[src/design/ray_box_slab_intersect_top_macros.svh]
// Assertion macros shared by the ray/box slab intersection design.
`ifndef RAY_BOX_SLAB_INTERSECT_TOP_MACROS_SVH
`define RAY_BOX_SLAB_INTERSECT_TOP_MACROS_SVH

// Same-cycle implication, disabled while reset is held.
`define RBSI_ASSERT_IMPL(lbl, clk, rst_n, ante, cons, msg) \
  lbl: assert property (@(posedge clk) disable iff (!rst_n) (ante) |-> (cons)) \
    else $error(msg);

// Next-cycle implication, disabled while reset is held.
`define RBSI_ASSERT_NEXT(lbl, clk, rst_n, ante, cons, msg) \
  lbl: assert property (@(posedge clk) disable iff (!rst_n) (ante) |=> (cons)) \
    else $error(msg);

`endif

[src/design/rbsi_pkg.sv]
`timescale 1ns / 1ps
package rbsi_pkg;

  localparam int FX_W          = 32;
  localparam int FRAC_BITS_DEF = 16;
  localparam int NUM_AXES      = 3;
  localparam int NUM_STAGES    = 6;
  localparam int CFG_ADDR_W    = 3;
  localparam int IN_TDATA_W    = 192;
  localparam int OUT_TDATA_W   = 72;

  localparam logic signed [FX_W-1:0] FX_MAX = 32'sh7FFF_FFFF;
  localparam logic signed [FX_W-1:0] FX_MIN = 32'sh8000_0000;

  typedef enum logic [CFG_ADDR_W-1:0] {
    REG_BOX_MIN_X = 3'd0,
    REG_BOX_MIN_Y = 3'd1,
    REG_BOX_MIN_Z = 3'd2,
    REG_BOX_MAX_X = 3'd3,
    REG_BOX_MAX_Y = 3'd4,
    REG_BOX_MAX_Z = 3'd5
  } rbsi_reg_t;

  // Per-stage advance strobes of the shared pipeline.
  typedef struct packed {
    logic diff;
    logic prod;
    logic rnd;
    logic ord;
    logic mrg;
    logic outp;
  } rbsi_adv_t;

endpackage

[src/design/rbsi_merge.sv]
`timescale 1ns / 1ps
module rbsi_merge
  import rbsi_pkg::*;
(
  input  logic                   clk,
  input  rbsi_adv_t              adv,
  input  logic signed [FX_W-1:0] t_near [NUM_AXES],
  input  logic signed [FX_W-1:0] t_far  [NUM_AXES],
  output logic                   hit,
  output logic signed [FX_W-1:0] t_entry,
  output logic signed [FX_W-1:0] t_exit
);

  logic signed [FX_W-1:0] near01, far01;
  logic signed [FX_W-1:0] enter_nxt, leave_nxt;
  logic signed [FX_W-1:0] enter_r, leave_r;
  logic                   hit_nxt;
  logic                   hit_r;
  logic signed [FX_W-1:0] entry_r, exit_r;

  // Largest entry, smallest exit over the three axes.
  always_comb begin
    near01    = (t_near[0] > t_near[1]) ? t_near[0] : t_near[1];
    enter_nxt = (near01 > t_near[2]) ? near01 : t_near[2];
    far01     = (t_far[0] < t_far[1]) ? t_far[0] : t_far[1];
    leave_nxt = (far01 < t_far[2]) ? far01 : t_far[2];
  end

  // Miss when the interval is empty or lies wholly behind the origin.
  assign hit_nxt = !((enter_r > leave_r) || (enter_r[FX_W-1] && leave_r[FX_W-1]));

  always_ff @(posedge clk) begin
    if (adv.mrg) begin
      enter_r <= enter_nxt;
      leave_r <= leave_nxt;
    end
    if (adv.outp) begin
      hit_r   <= hit_nxt;
      entry_r <= hit_nxt ? enter_r : FX_MAX;
      exit_r  <= hit_nxt ? leave_r : FX_MAX;
    end
  end

  assign hit     = hit_r;
  assign t_entry = entry_r;
  assign t_exit  = exit_r;

endmodule

[config.mk]
export PLATFORM = sky130hd
export DESIGN_NAME = rbsi_merge
export DESIGN_NICKNAME = d
export VERILOG_FILES = /design/src/design/ray_box_slab_intersect_top_macros.svh /design/src/design/rbsi_pkg.sv /design/src/design/rbsi_merge.sv
export SDC_FILE = /design/constraint.sdc
export NUM_CORES = 1
export LEC_CHECK = 0
export BUFFER_PORTS_ARGS = -buffer_cell sky130_fd_sc_hd__buf_4
export CAP_MARGIN = 20
export CORE_MARGIN = 2
export CORE_UTILIZATION = 49
export DETAILED_ROUTE_END_ITERATION = 10
export PLACE_DENSITY = 0.78
export SYNTH_ARGS = -nofsm -noshare
export SYNTH_HDL_FRONTEND = slang
export SYNTH_SLANG_ARGS = --single-unit
[constraint.sdc]
create_clock -name clk -period 5.1 [get_ports clk]
set_input_delay 0.255 -clock clk [delete_from_list [all_inputs] [get_ports clk]]
set_output_delay 0.255 -clock clk [all_outputs]
set_load 0.02 [all_outputs]
==> impl_results.md, run 1 <==
* Run status: finished, final reports clean
* Top Usage Layer GRT: met2
* Synthesized instance count at 960
* Detailed-route wire length at 27.75 mm
* Worst-Margin Slew at 1.011 ns
* Cts hold-fix bufs at 0
* CTS Buf Count at 17
* Static Leak at 6.257 nW
* Ratio of cells with drive above 1 in the final layout at 35.52%
* Detailed-route via count at 8433
* Sink Count at 129
* Final hold vios at 0
* Switching Share at 32.40%
* Drt pass-1 iters at 5
* Synth warn at 0
* WP data required at 5.27 ns
* FF-to-FF setup slack at 1.55 ns
* Clk_lat worst skew at 0.42 ns
* Global-route wire length before repair at 42.14 mm
* H-tree depth at 4
* Number of fill cells in the layout at 1567
* Worst hold margin at 0.1446 ns
* Clock share of power at 27.2%
* RR Endpoint: t_entry[2]
* Die height at 146.9 µm
* Initial Utilization at 49.76%
* CTS tree: done
* Worst min-delay path startpoint: t_near[31]
* Hold WC Path Type: input port to flop
* Worst path arrival time at 5.20 ns
* Yosys reg bits at 129
* Met1 usage at 31.65%
* CP Capture Point: enter_r[1]
* DRC viols at 0
* Antenna-violating nets left at 0
* Total gr overflow at 0
* Worst Setup SP: t_near[58]
* Routability cong. at 0.9382
* Die footprint at 0.02157 mm²
* Pwr Density at 326.0 mW/mm²
* HPWL after DPL at 21.91 mm
* Period minus WS final at 5.027 ns
* Root buffer cell: clkbuf_16
* Sw Pwr at 1.399 mW
* Vias in the first global route at 8272
* Mean area per synthesized cell at 10.42 µm²
* Post-synthesis sequential area ratio at 38.72%
* Mapped Area at 0.01000 mm²
* Logic pwr share at 37.2%
* Initial antenna violation count at 0
* Slew Viols, Final at 0
* Worst-case reg-to-reg path depth at 11
* Maximum VDD drop at 0.2141 mV
* Max-cap violations at 0
* Largest net degree at the start of global routing at 66
* M3 GR Usage at 5.031%
* Die width at 146.9 µm
* CTS clk-pin slew, worst paths at 0.06 ns
* Overall Global Routing Usage at 25.10%
* Setup violations, final at 0
* Core ar. at 0.02010 mm²
* Max Root-Sink Buffers at 2
* Placed insts at 1482
* Final nets at 1595
* Cell Rows at 52
* Slew margin rel. at 32.57%
* Max FO, Critical Path at 6
* Cell Int Power at 2.919 mW
* GR Util met2 at 43.71%
* Io pins at 264
* FMAX at 198.9 MHz
* Critical path class: input port to flop
* RSZ-0062 raised after global routing: yes
* Tcrit/Tclk final at 98.57%
* Share of power burned in registers at 35.6%
* Endpoint type of the worst setup path: flop
* Starting DRT DRC Count at 471
* CP startpoint kind: input port
* Non-Filler Instances at 1520
* WL/cell at 18.26 µm
* Antenna cells at 0
* Worst R2R Start: enter_r[1]
* Distinct cell type count of the synthesized netlist at 42
* Layout area overhead at 32.40%
* Synth Net Count at 1318
* Vias per cell at 5.548
* Final Skew at 0.009402 ns
* Port Buffers at 259
[power groups by stage]
stage | Combinational (mW) | Sequential (mW) | Clock [mW]
global route | 1.76 | 1.55 | 1.23
floorplan | 0.862 | 1.60 | 0
global placement | 1.49 | 1.56 | 0
detailed placement | 1.53 | 1.56 | 0
finish | 1.61 | 1.54 | 1.17
CTS | 1.55 | 1.54 | 1.18
[Yosys cell counts]
cell       number  area (µm²)
inv_1         163       611.8
ha_1          159        1989
edfxtp_1      129        3874
mux2_2         96        1081
or4_1          64       480.5
o21ai_0        52       260.3
nand2_1        51       191.4
a21oi_1        40       200.2
a21o_1         36       270.3
clkbuf_1       27       101.4
nand4_1        25       156.4
nor2_1         18       67.56
nand3_1        10       50.05
nor3_1         10       50.05
a211oi_1        9       67.56
nor2b_1         9       56.30
o21a_1          8       60.06
buf_2           6       30.03
mux2i_1         6       60.06
nand2b_1        4       25.02
or3_1           4       25.02
and4_1          3       26.28
buf_6           3       33.78
nor4_1          3       18.77
a2111oi_0       2       17.52
a221oi_1        2       17.52
nand4b_1        2       17.52
nor4b_1         2       17.52
o211ai_1        2       15.01
o221ai_1        2       17.52
o31ai_1         2       15.01
a311o_1         1       10.01
a41oi_1         1       8.760
and3_1          1       6.260
and4b_1         1       10.01
nand3b_1        1       7.510
nor3b_4         1       18.77
o2111ai_1       1       8.760
o211a_1         1       10.01
o21ai_1         1       5.000
o21bai_1        1       7.510
o22ai_1         1       6.260
[flip-flops by register name (all words and copies together) (netlist names)]
signal and count:
enter_r 32, hit 1, leave_r 32, t_entry 32
t_exit 32
[worst max-delay path, stage by stage]
cell,delay [ns]
buf_4,0.08
inv_1,0.04
ha_1,0.29
nand4_1,0.16
nor3_2,0.27
nand4_1,0.19
buf_4,0.19
a211oi_2,0.23
nor3_2,0.09
a21oi_4,0.20
clkbuf_16,0.18
mux2_2,0.37
ha_4,0.28
nand4_1,0.09
or3_4,0.35
or3_4,0.40
or3_4,0.35
nor2_4,0.11
o31ai_2,0.08
nand4b_1,0.11
nor3b_4,0.23
buf_6,0.17
buf_4,0.15
mux2_2,0.33
[cell type report]
type	instances	area (µm²)	share of cell area [%]
Timing Repair Buffer	294	2305	17.40
Clock inverter	14	141.4	1.068
Sequential cell	129	3874	29.25
Clock buffer	18	429.2	3.240
Multi-Input combinational cell	632	5545	41.87
Inverter	163	611.8	4.620
Tap cell	270	337.8	2.551
[per-layer routing]
layer	share of wire, %	routed length [µm]
met5	0	0
met4	2.7	754
met3	6.1	1686
met2	50	13830
met1	41	11480
[layout by cell type, fill, tap and decap left out, types with 4 or more instances in the layout]
cell / Yosys / layout
a211oi_1: 9 / 7
a21o_1: 36 / 36
a21oi_1: 40 / 38
buf_12: 0 / 4
buf_4: 0 / 283
buf_6: 3 / 4
clkbuf_16: 0 / 18
clkinvlp_4: 0 / 4
edfxtp_1: 129 / 129
ha_1: 159 / 151
ha_4: 0 / 7
inv_1: 163 / 163
mux2_2: 96 / 95
mux2i_1: 6 / 5
nand2_1: 51 / 51
nand2b_1: 4 / 4
nand3_1: 10 / 9
nand4_1: 25 / 25
nor2_1: 18 / 17
nor2b_1: 9 / 9
nor3_1: 10 / 7
o21a_1: 8 / 8
o21ai_0: 52 / 51
or4_1: 64 / 63
[what timing repair did]
action / CTS / global route
gates cloned: 0 / 3
gates resized for setup: 2 / 35
buffers inserted: 0 / 3
pin swaps: 0 / 9
endpoints found under the setup margin: 32 / 64
[logic make-up (layout without fill, tap and decap cells)]
family / count (synthesis) / in the layout / synth area share, %
flip-flops: 129 / 129 / 38.72
buffers and inverters: 199 / 489 / 7.767
multiplexers: 102 / 102 / 11.41
AO/OA/AOI/OAI: 162 / 162 / 9.969
AND/OR/NAND/NOR: 209 / 209 / 12.25
adder cells (fa/ha/maj): 159 / 159 / 19.89
[how the worst min path moves through the flow]
stage / end / slack [ns] / cells past startpoint
6_report: enter_r[31] / 0.14 / 2
5_1_grt: enter_r[26] / 0.13 / 2
4_1_cts: enter_r[14] / 0.13 / 2
3_5_place_dp: t_exit[14] / 0.53 / 1
3_3_place_gp: t_exit[15] / 0.52 / 1
2_1_floorplan: enter_r[0] / 0.37 / 0
[metrics by stage]
stage / instance area, µm² / setup slack [ns] / power, mW / setup TNS (ns) / util, %
3_3_place_gp: 12400 / -0.3226 / 3.050 / -15.47 / 61.70
3_5_place_dp: 12400 / -0.5313 / 3.088 / -22.38 / 61.70
4_1_cts: 12990 / 0.01112 / 4.263 / 0 / 64.60
5_1_grt: 13240 / -0.1197 / 4.540 / -2.798 / 65.88
6_report: 13240 / 0.07291 / 4.317 / 0 / 65.88
2_1_floorplan: 10010 / 0.04966 / 2.465 / 0 / -
Power figures use the tool's default switching activity.
==> run 2: changes to the inputs <==
BUFFER_PORTS_ARGS = -buffer_cell sky130_fd_sc_hd__buf_2   (was -buffer_cell sky130_fd_sc_hd__buf_4)
CTS_CLUSTER_DIAMETER = 120   (was unset)
SLEW_MARGIN = 20   (was unset)
==> run 2 against run 1 <==
  * The run now ends with setup timing left
  * Maximum frequency decreased by 2.8%
  * Count of clock-buffer cells in the layout up 1
  * Via count is 2.2% higher
  * Clock power about the same
  * Worst setup slack got worse by 0.15 ns
  * Final cell count is 1.1% higher
  * Flip-flop and latch count stayed put
  * Cell area decreased by 2.3%
  * Hold slack better by 0.011 ns
  * Combinational power barely moved
  * Utilization is 1.5 points lower
  * Critical path depth unchanged
  * Critical endpoint is now enter_r[25]
==> impl_results.md, run 2 (synthesis results as in run 1) <==
* Die width at 146.9 µm (unchanged)
* Vias in the first global route at 8327 (was 8272)
* CTS clk-pin slew, worst paths at 0.06 ns (about the same)
* Io pins at 264 (unchanged)
* HPWL after DPL at 21.43 mm (was 21.91 mm)
* Starting DRT DRC Count at 528 (was 471)
* Final hold vios at 0 (unchanged)
* Slowest cell on crit path: or3_4 (unchanged)
* Max-cap violations at 0 (unchanged)
* Worst path arrival time at 5.34 ns (was 5.20 ns)
* Initial antenna violation count at 5 (was 0)
* Cell Int Power at 2.927 mW (was 2.919 mW)
* WL/cell at 18.57 µm (was 18.26 µm)
* Pre-CTS worst setup slack at -0.6296 ns (was -0.5313 ns)
* Sw Pwr at 1.408 mW (was 1.399 mW)
* H-tree depth at 4 (unchanged)
* Worst hold margin at 0.1556 ns (was 0.1446 ns)
* Max stage delay on crit path at 0.39 ns (was 0.40 ns)
* Global-route wire length before repair at 42.21 mm (was 42.14 mm)
* Logic pwr share at 37.2% (about the same)
* Clock share of power at 27.6% (was 27.2%)
* Total gr overflow at 0 (unchanged)
* Setup violations, final at 32 (was 0)
* Die height at 146.9 µm (unchanged)
* Critical path class: input port to flop (unchanged)
* Worst-Margin Slew at 1.019 ns (was 1.011 ns)
* Tcrit/Tclk final at 101.4% (was 98.57%)
* Share of power burned in registers at 35.2% (was 35.6%)
* CP startpoint kind: input port (unchanged)
* Placed insts at 1487 (was 1482)
* Vias per cell at 5.611 (was 5.548)
* Largest net degree at the start of global routing at 66 (unchanged)
* Clk_lat worst skew at 0.42 ns (about the same)
* Run status: finished, violations left (was finished, final reports clean)
* Hold WC Path Type: input port to flop (unchanged)
* WP data required at 5.27 ns (about the same)
* Drt pass-1 iters at 6 (was 5)
* Detailed-route via count at 8619 (was 8433)
* Core ar. at 0.02010 mm² (unchanged)
* Total power at 4.336 mW (was 4.317 mW)
* FMAX at 193.3 MHz (was 198.9 MHz)
* Most common cell after layout, fill and taps aside: buf_2 (was buf_4)
* Final TNS setup at -1.661 ns (was 0 ns)
* Endpoint type of the worst setup path: flop (unchanged)
* Routability cong. at 0.9455 (was 0.9382)
* Ratio of cells with drive above 1 in the final layout at 36.56% (was 35.52%)
* Layout area overhead at 29.39% (was 32.40%)
* Final Cell Area at 0.01294 mm² (was 0.01324 mm²)
* Port Buffers at 259 (unchanged)
* Switching Share at 32.48% (was 32.40%)
* Failing checks: setup timing
* Max Root-Sink Buffers at 2 (unchanged)
* CTS tree: done (unchanged)
* Static Leak at 6.188 nW (was 6.257 nW)
* DRC viols at 0 (unchanged)
* Final Skew at 0.009507 ns (was 0.009402 ns)
* Slew Viols, Final at 0 (unchanged)
* Non-Filler Instances at 1536 (was 1520)
* Post-layout util at 64.38% (was 65.88%)
* Slew margin rel. at 32.08% (was 32.57%)
* Die footprint at 0.02157 mm² (unchanged)
* Initial Utilization at 49.76% (unchanged)
* Maximum VDD drop at 0.2112 mV (was 0.2141 mV)
* Pwr Density at 335.0 mW/mm² (was 326.0 mW/mm²)
* Overall Global Routing Usage at 25.15% (was 25.10%)
* Detailed-route wire length at 28.53 mm (was 27.75 mm)
* Final nets at 1606 (was 1595)
* Sink Count at 129 (unchanged)
* Root buffer cell: clkbuf_16 (unchanged)
* Most frequent cells in the layout: buf_2, inv_1, ha_1 (was buf_4, inv_1, ha_1)
* Worst-path cell chain: buf_2, inv_1, ha_1, nand4_1, nor3_2, nand4_1, buf_6, a211oi_4, nor3_4, a21oi_4, clkbuf_16, mux2_4, ha_4, nand4_1, or3_4, or3_4, or3_4, nor2_4, o31ai_4, nand4b_1, nor3b_4, buf_6, clkbuf_16, mux2_4 (was buf_4, inv_1, ha_1, nand4_1, nor3_2, nand4_1, buf_4, a211oi_2, nor3_2, a21oi_4, clkbuf_16, mux2_2, ha_4, nand4_1, or3_4, or3_4, or3_4, nor2_4, o31ai_2, nand4b_1, nor3b_4, buf_6, buf_4, mux2_2)
* CTS Buf Count at 17 (unchanged)
* Antenna-violating nets left at 0 (unchanged)
* Final WS setup at -0.07235 ns (was 0.07291 ns)
* Cell Rows at 52 (unchanged)
* Period minus WS final at 5.172 ns (was 5.027 ns)
* Max FO, Critical Path at 7 (was 6)
* Placed cell areas at 0.01181 mm² (was 0.01240 mm²)
run 2: layer usage:
layer	vias up	global-route usage [%]	routed length (µm)	share of wire, %
li1	4138	-	-	-
met1	4023	31.83	11720	41
met2	373	42.93	13810	48
met3	85	4.317	1838	6.4
met4	0	10.15	1163	4.1
met5	-	0	0	0
run 2: power by group through the flow:
stage | sequential (mW) | combinational, mW | clock [mW]
final | 1.53 | 1.61 | 1.19
after global routing | 1.54 | 1.76 | 1.25
after CTS | 1.53 | 1.50 | 1.20
after detailed placement | 1.55 | 1.45 | 0
after global placement | 1.55 | 1.41 | 0
after floorplan | 1.60 | 0.862 | 0
run 2: final cells by class:
class / instances / area (µm²)
fillers: 1540 / 7161
multi-input cells: 632 / 5732
flip-flops and latches: 129 / 3874
repair buffers: 305 / 1799
inverters: 163 / 611.8
clock buffers: 19 / 432.9
well taps: 270 / 337.8
clock inverters: 13 / 143.9
diodes: 5 / 12.51
run 2: final timing paths:
| check | cells past startpoint | slack, ns | from | end |
|---|---|---|---|---|
| max reg2reg | 9 | 1.37 | leave_r[26] | t_exit[20] |
| min | 2 | 0.16 | t_near[14] | enter_r[14] |
| min reg2reg | 1 | 0.54 | leave_r[9] | t_exit[9] |
| max | 24 | -0.07 | t_near[61] | enter_r[25] |
run 2: critical path, delay by kind of cell:
kind	cells	cell delay (ns)
mux	2	0.63
fa+ha+maj	2	0.56
compound gates	3	0.52
buf+inv	6	0.87
simple gates	11	2.49
run 2: repair_timing:
action / CTS / global route
cloned: 1 / 3
pin swaps: 2 / 20
hold buffers: 0 / 0
endpoints found under the setup margin: 32 / 40
gates resized for setup: 1 / 63
setup buffers: 4 / 5
==> run 3: changes to the inputs <==
CORE_ASPECT_RATIO = 0.8   (was unset)
==> run 3 against run 2 <==
  * The run now ends clean
  * First-iteration DRC count grew 2.8%
  * Total power is essentially flat
  * Sequential share of layout area shrank 0.11 points
  * Register-to-register slack lost 0.29 ns
  * Final cell count grew 0.20%
  * Cell area grew 0.37%
  * Count of clock-buffer cells in the layout shrank 1
  * Non-clock buffer count grew 15
  * Worst setup slack gained 0.086 ns
  * Global-route usage shrank 1.3 points
  * Clock skew grew 0.0053 ns
==> impl_results.md, run 3 (synthesis results as in run 1) <==
* Pwr Density at 333.6 mW/mm² (was 335.0 mW/mm²)
* Vias per cell at 5.417 (was 5.611)
* Final nets at 1621 (was 1606)
* Final Skew at 0.01479 ns (was 0.009507 ns)
* FMAX at 196.6 MHz (was 193.3 MHz)
* Antenna cells at 0 (was 5)
* Sink Count at 129 (unchanged)
* Static Leak at 6.214 nW (was 6.188 nW)
* Initial Utilization at 50.23% (was 49.76%)
* RSZ-0062 raised after global routing: yes
* Die width at 163.7 µm (was 146.9 µm)
* Clk_lat worst skew at 0.41 ns (was 0.42 ns)
* CTS clk-pin slew, worst paths at 0.06 ns (about the same)
* Share of power burned in registers at 34.9% (was 35.2%)
* Tcrit/Tclk final at 99.74% (was 101.4%)
* Slowest cell on crit path: or3_4 (unchanged)
* Root buffer cell: clkbuf_16 (unchanged)
* Starting DRT DRC Count at 543 (was 528)
* Drt pass-1 iters at 5 (was 6)
* Max-cap violations at 0 (unchanged)
* Worst Hold Endpoint: enter_r[27] (was enter_r[14])
* Run status: finished, final reports clean (was finished, violations left)
* WL/cell at 17.24 µm (was 18.57 µm)
* Overall Global Routing Usage at 23.83% (was 25.15%)
* Worst-Margin Slew at 0.9820 ns (was 1.019 ns)
* Number of fill cells in the layout at 1578 (was 1540)
* Switching Share at 31.45% (was 32.48%)
* Max FO, Critical Path at 8 (was 7)
* Total gr overflow at 0 (unchanged)
* Io pins at 264 (unchanged)
* Clock share of power at 28.6% (was 27.6%)
* WP data required at 5.26 ns (was 5.27 ns)
* Placed cell areas at 0.01192 mm² (was 0.01181 mm²)
* Final TNS setup at 0 ns (was -1.661 ns)
* Worst path arrival time at 5.25 ns (was 5.34 ns)
* Worst R2R Start: enter_r[31] (was leave_r[26])
* Endpoint type of the worst setup path: flop (unchanged)
* H-tree depth at 4 (unchanged)
* Sw Pwr at 1.363 mW (was 1.408 mW)
* Routability cong. at 0.9147 (was 0.9455)
* Hold Crit Depth at 2 (unchanged)
* Hold WC Path Type: input port to flop (unchanged)
* WP buf/inv at 6 (unchanged)
* CTS Buf Count at 17 (unchanged)
* CTS tree: done (unchanged)
* Detailed-route via count at 8336 (was 8619)
* Setup violations, final at 0 (was 32)
* Ratio of cells with drive above 1 in the final layout at 37.73% (was 36.56%)
* Cts hold-fix bufs at 0 (unchanged)
* DRC viols at 0 (unchanged)
* Final Cell Area at 0.01299 mm² (was 0.01294 mm²)
* FF-to-FF setup slack at 1.08 ns (was 1.37 ns)
* Most frequent cells in the layout: buf_2, inv_1, ha_1 (unchanged)
* Maximum VDD drop at 0.2290 mV (was 0.2112 mV)
* RR Endpoint: t_entry[3] (was t_exit[20])
* Period minus WS final at 5.087 ns (was 5.172 ns)
* Max Root-Sink Buffers at 2 (unchanged)
* Vias in the first global route at 8296 (was 8327)
* HPWL after DPL at 20.21 mm (was 21.43 mm)
* Max stage delay on crit path at 0.40 ns (was 0.39 ns)
* Logic pwr share at 36.4% (was 37.2%)
* Detailed-route wire length at 26.53 mm (was 28.53 mm)
* Family with the most delay on the worst path: simple AND/OR/NAND/NOR gates (unchanged)
* Cell Rows at 46 (was 52)
* Most common cell after layout, fill and taps aside: buf_2 (unchanged)
* Die footprint at 0.02158 mm² (was 0.02157 mm²)
* Global-route wire length before repair at 40.66 mm (was 42.21 mm)
* Critical path class: input port to flop (unchanged)
* CP startpoint kind: input port (unchanged)
* Largest net degree at the start of global routing at 66 (unchanged)
* Port Buffers at 259 (unchanged)
* Cell Int Power at 2.970 mW (was 2.927 mW)
* Die height at 131.8 µm (was 146.9 µm)
* Worst-case reg-to-reg path depth at 8 (was 9)
* Layout area overhead at 29.87% (was 29.39%)
* Final hold vios at 0 (unchanged)
* Slew margin rel. at 34.53% (was 32.08%)
* Worst-path cell chain: buf_2, inv_1, ha_4, nand4_1, nor3_2, nand4_1, buf_4, a211oi_2, nor3_2, a21oi_4, buf_12, mux2_4, ha_1, nand4_1, or3_4, or3_4, or3_4, nor2_4, o31ai_2, nand4b_1, nor3b_4, buf_6, buf_6, mux2_2 (was buf_2, inv_1, ha_1, nand4_1, nor3_2, nand4_1, buf_6, a211oi_4, nor3_4, a21oi_4, clkbuf_16, mux2_4, ha_4, nand4_1, or3_4, or3_4, or3_4, nor2_4, o31ai_4, nand4b_1, nor3b_4, buf_6, clkbuf_16, mux2_4)
* Core ar. at 0.01991 mm² (was 0.02010 mm²)
* Initial antenna violation count at 1 (was 5)
* Antenna-violating nets left at 0 (unchanged)
* Worst min-delay path startpoint: t_near[27] (was t_near[14])
* Slew Viols, Final at 0 (unchanged)
## run 3: worst max path at each step
stage / start / endpoint / depth (start not counted)
4_1_cts: t_near[59] / enter_r[4] / 23
3_3_place_gp: t_near[58] / enter_r[25] / 21
5_1_grt: t_near[61] / enter_r[21] / 24
2_1_floorplan: t_near[62] / enter_r[22] / 21
6_report: t_near[61] / enter_r[21] / 24
3_5_place_dp: t_near[57] / enter_r[28] / 21
## run 3: power by group through the flow
| stage | clock network, mW | logic, mW | registers [mW] |
|---|---|---|---|
| 6_report | 1.24 | 1.58 | 1.51 |
| 5_1_grt | 1.31 | 1.75 | 1.53 |
| 4_1_cts | 1.26 | 1.48 | 1.52 |
| 3_5_place_dp | 0 | 1.46 | 1.53 |
| 3_3_place_gp | 0 | 1.41 | 1.53 |
| 2_1_floorplan | 0 | 0.862 | 1.60 |
## run 3: final cells by class
type	instances	area (µm²)	area share, %
inverter	163	611.8	4.710
sequential	129	3874	29.82
timing repair buffer	320	1891	14.55
clock inverter	13	168.9	1.300
tap	264	330.3	2.543
clock buffer	18	429.2	3.303
multi-input combinational	632	5687	43.77
## run 3: per-stage QoR
step           instances  power (mW)  setup slack, ns  util [%]  hold slack [ns]
3_5_place_dp        1498       2.995          -0.6217     59.86           0.5225
2_1_floorplan        960       2.465          0.04966         -           0.3675
4_1_cts             1531       4.261         0.005739     63.07           0.1471
3_3_place_gp        1498       2.945          -0.5222     59.86           0.5212
5_1_grt             1539       4.591          -0.1552     65.24           0.1508
6_report            1539       4.333          0.01323     65.24           0.1603
## run 3: per-layer routing
layer / vias to the layer above / track usage (%) / part of all wire (%)
li1: 4152 / - / -
met1: 3910 / 32.14 / 45
met2: 250 / 39.19 / 47
met3: 24 / 5.945 / 6.7
met4: 0 / 4.435 / 0.98
met5: - / 0 / 0
## run 3: what timing repair did
| item | in CTS | in global routing |
|---|---|---|
| endpoints found under the setup margin | 31 | 64 |
| buffers inserted | 2 | 4 |
| pin swaps | 2 | 12 |
| gates resized for setup | 4 | 53 |
| gates cloned | 0 | 4 |
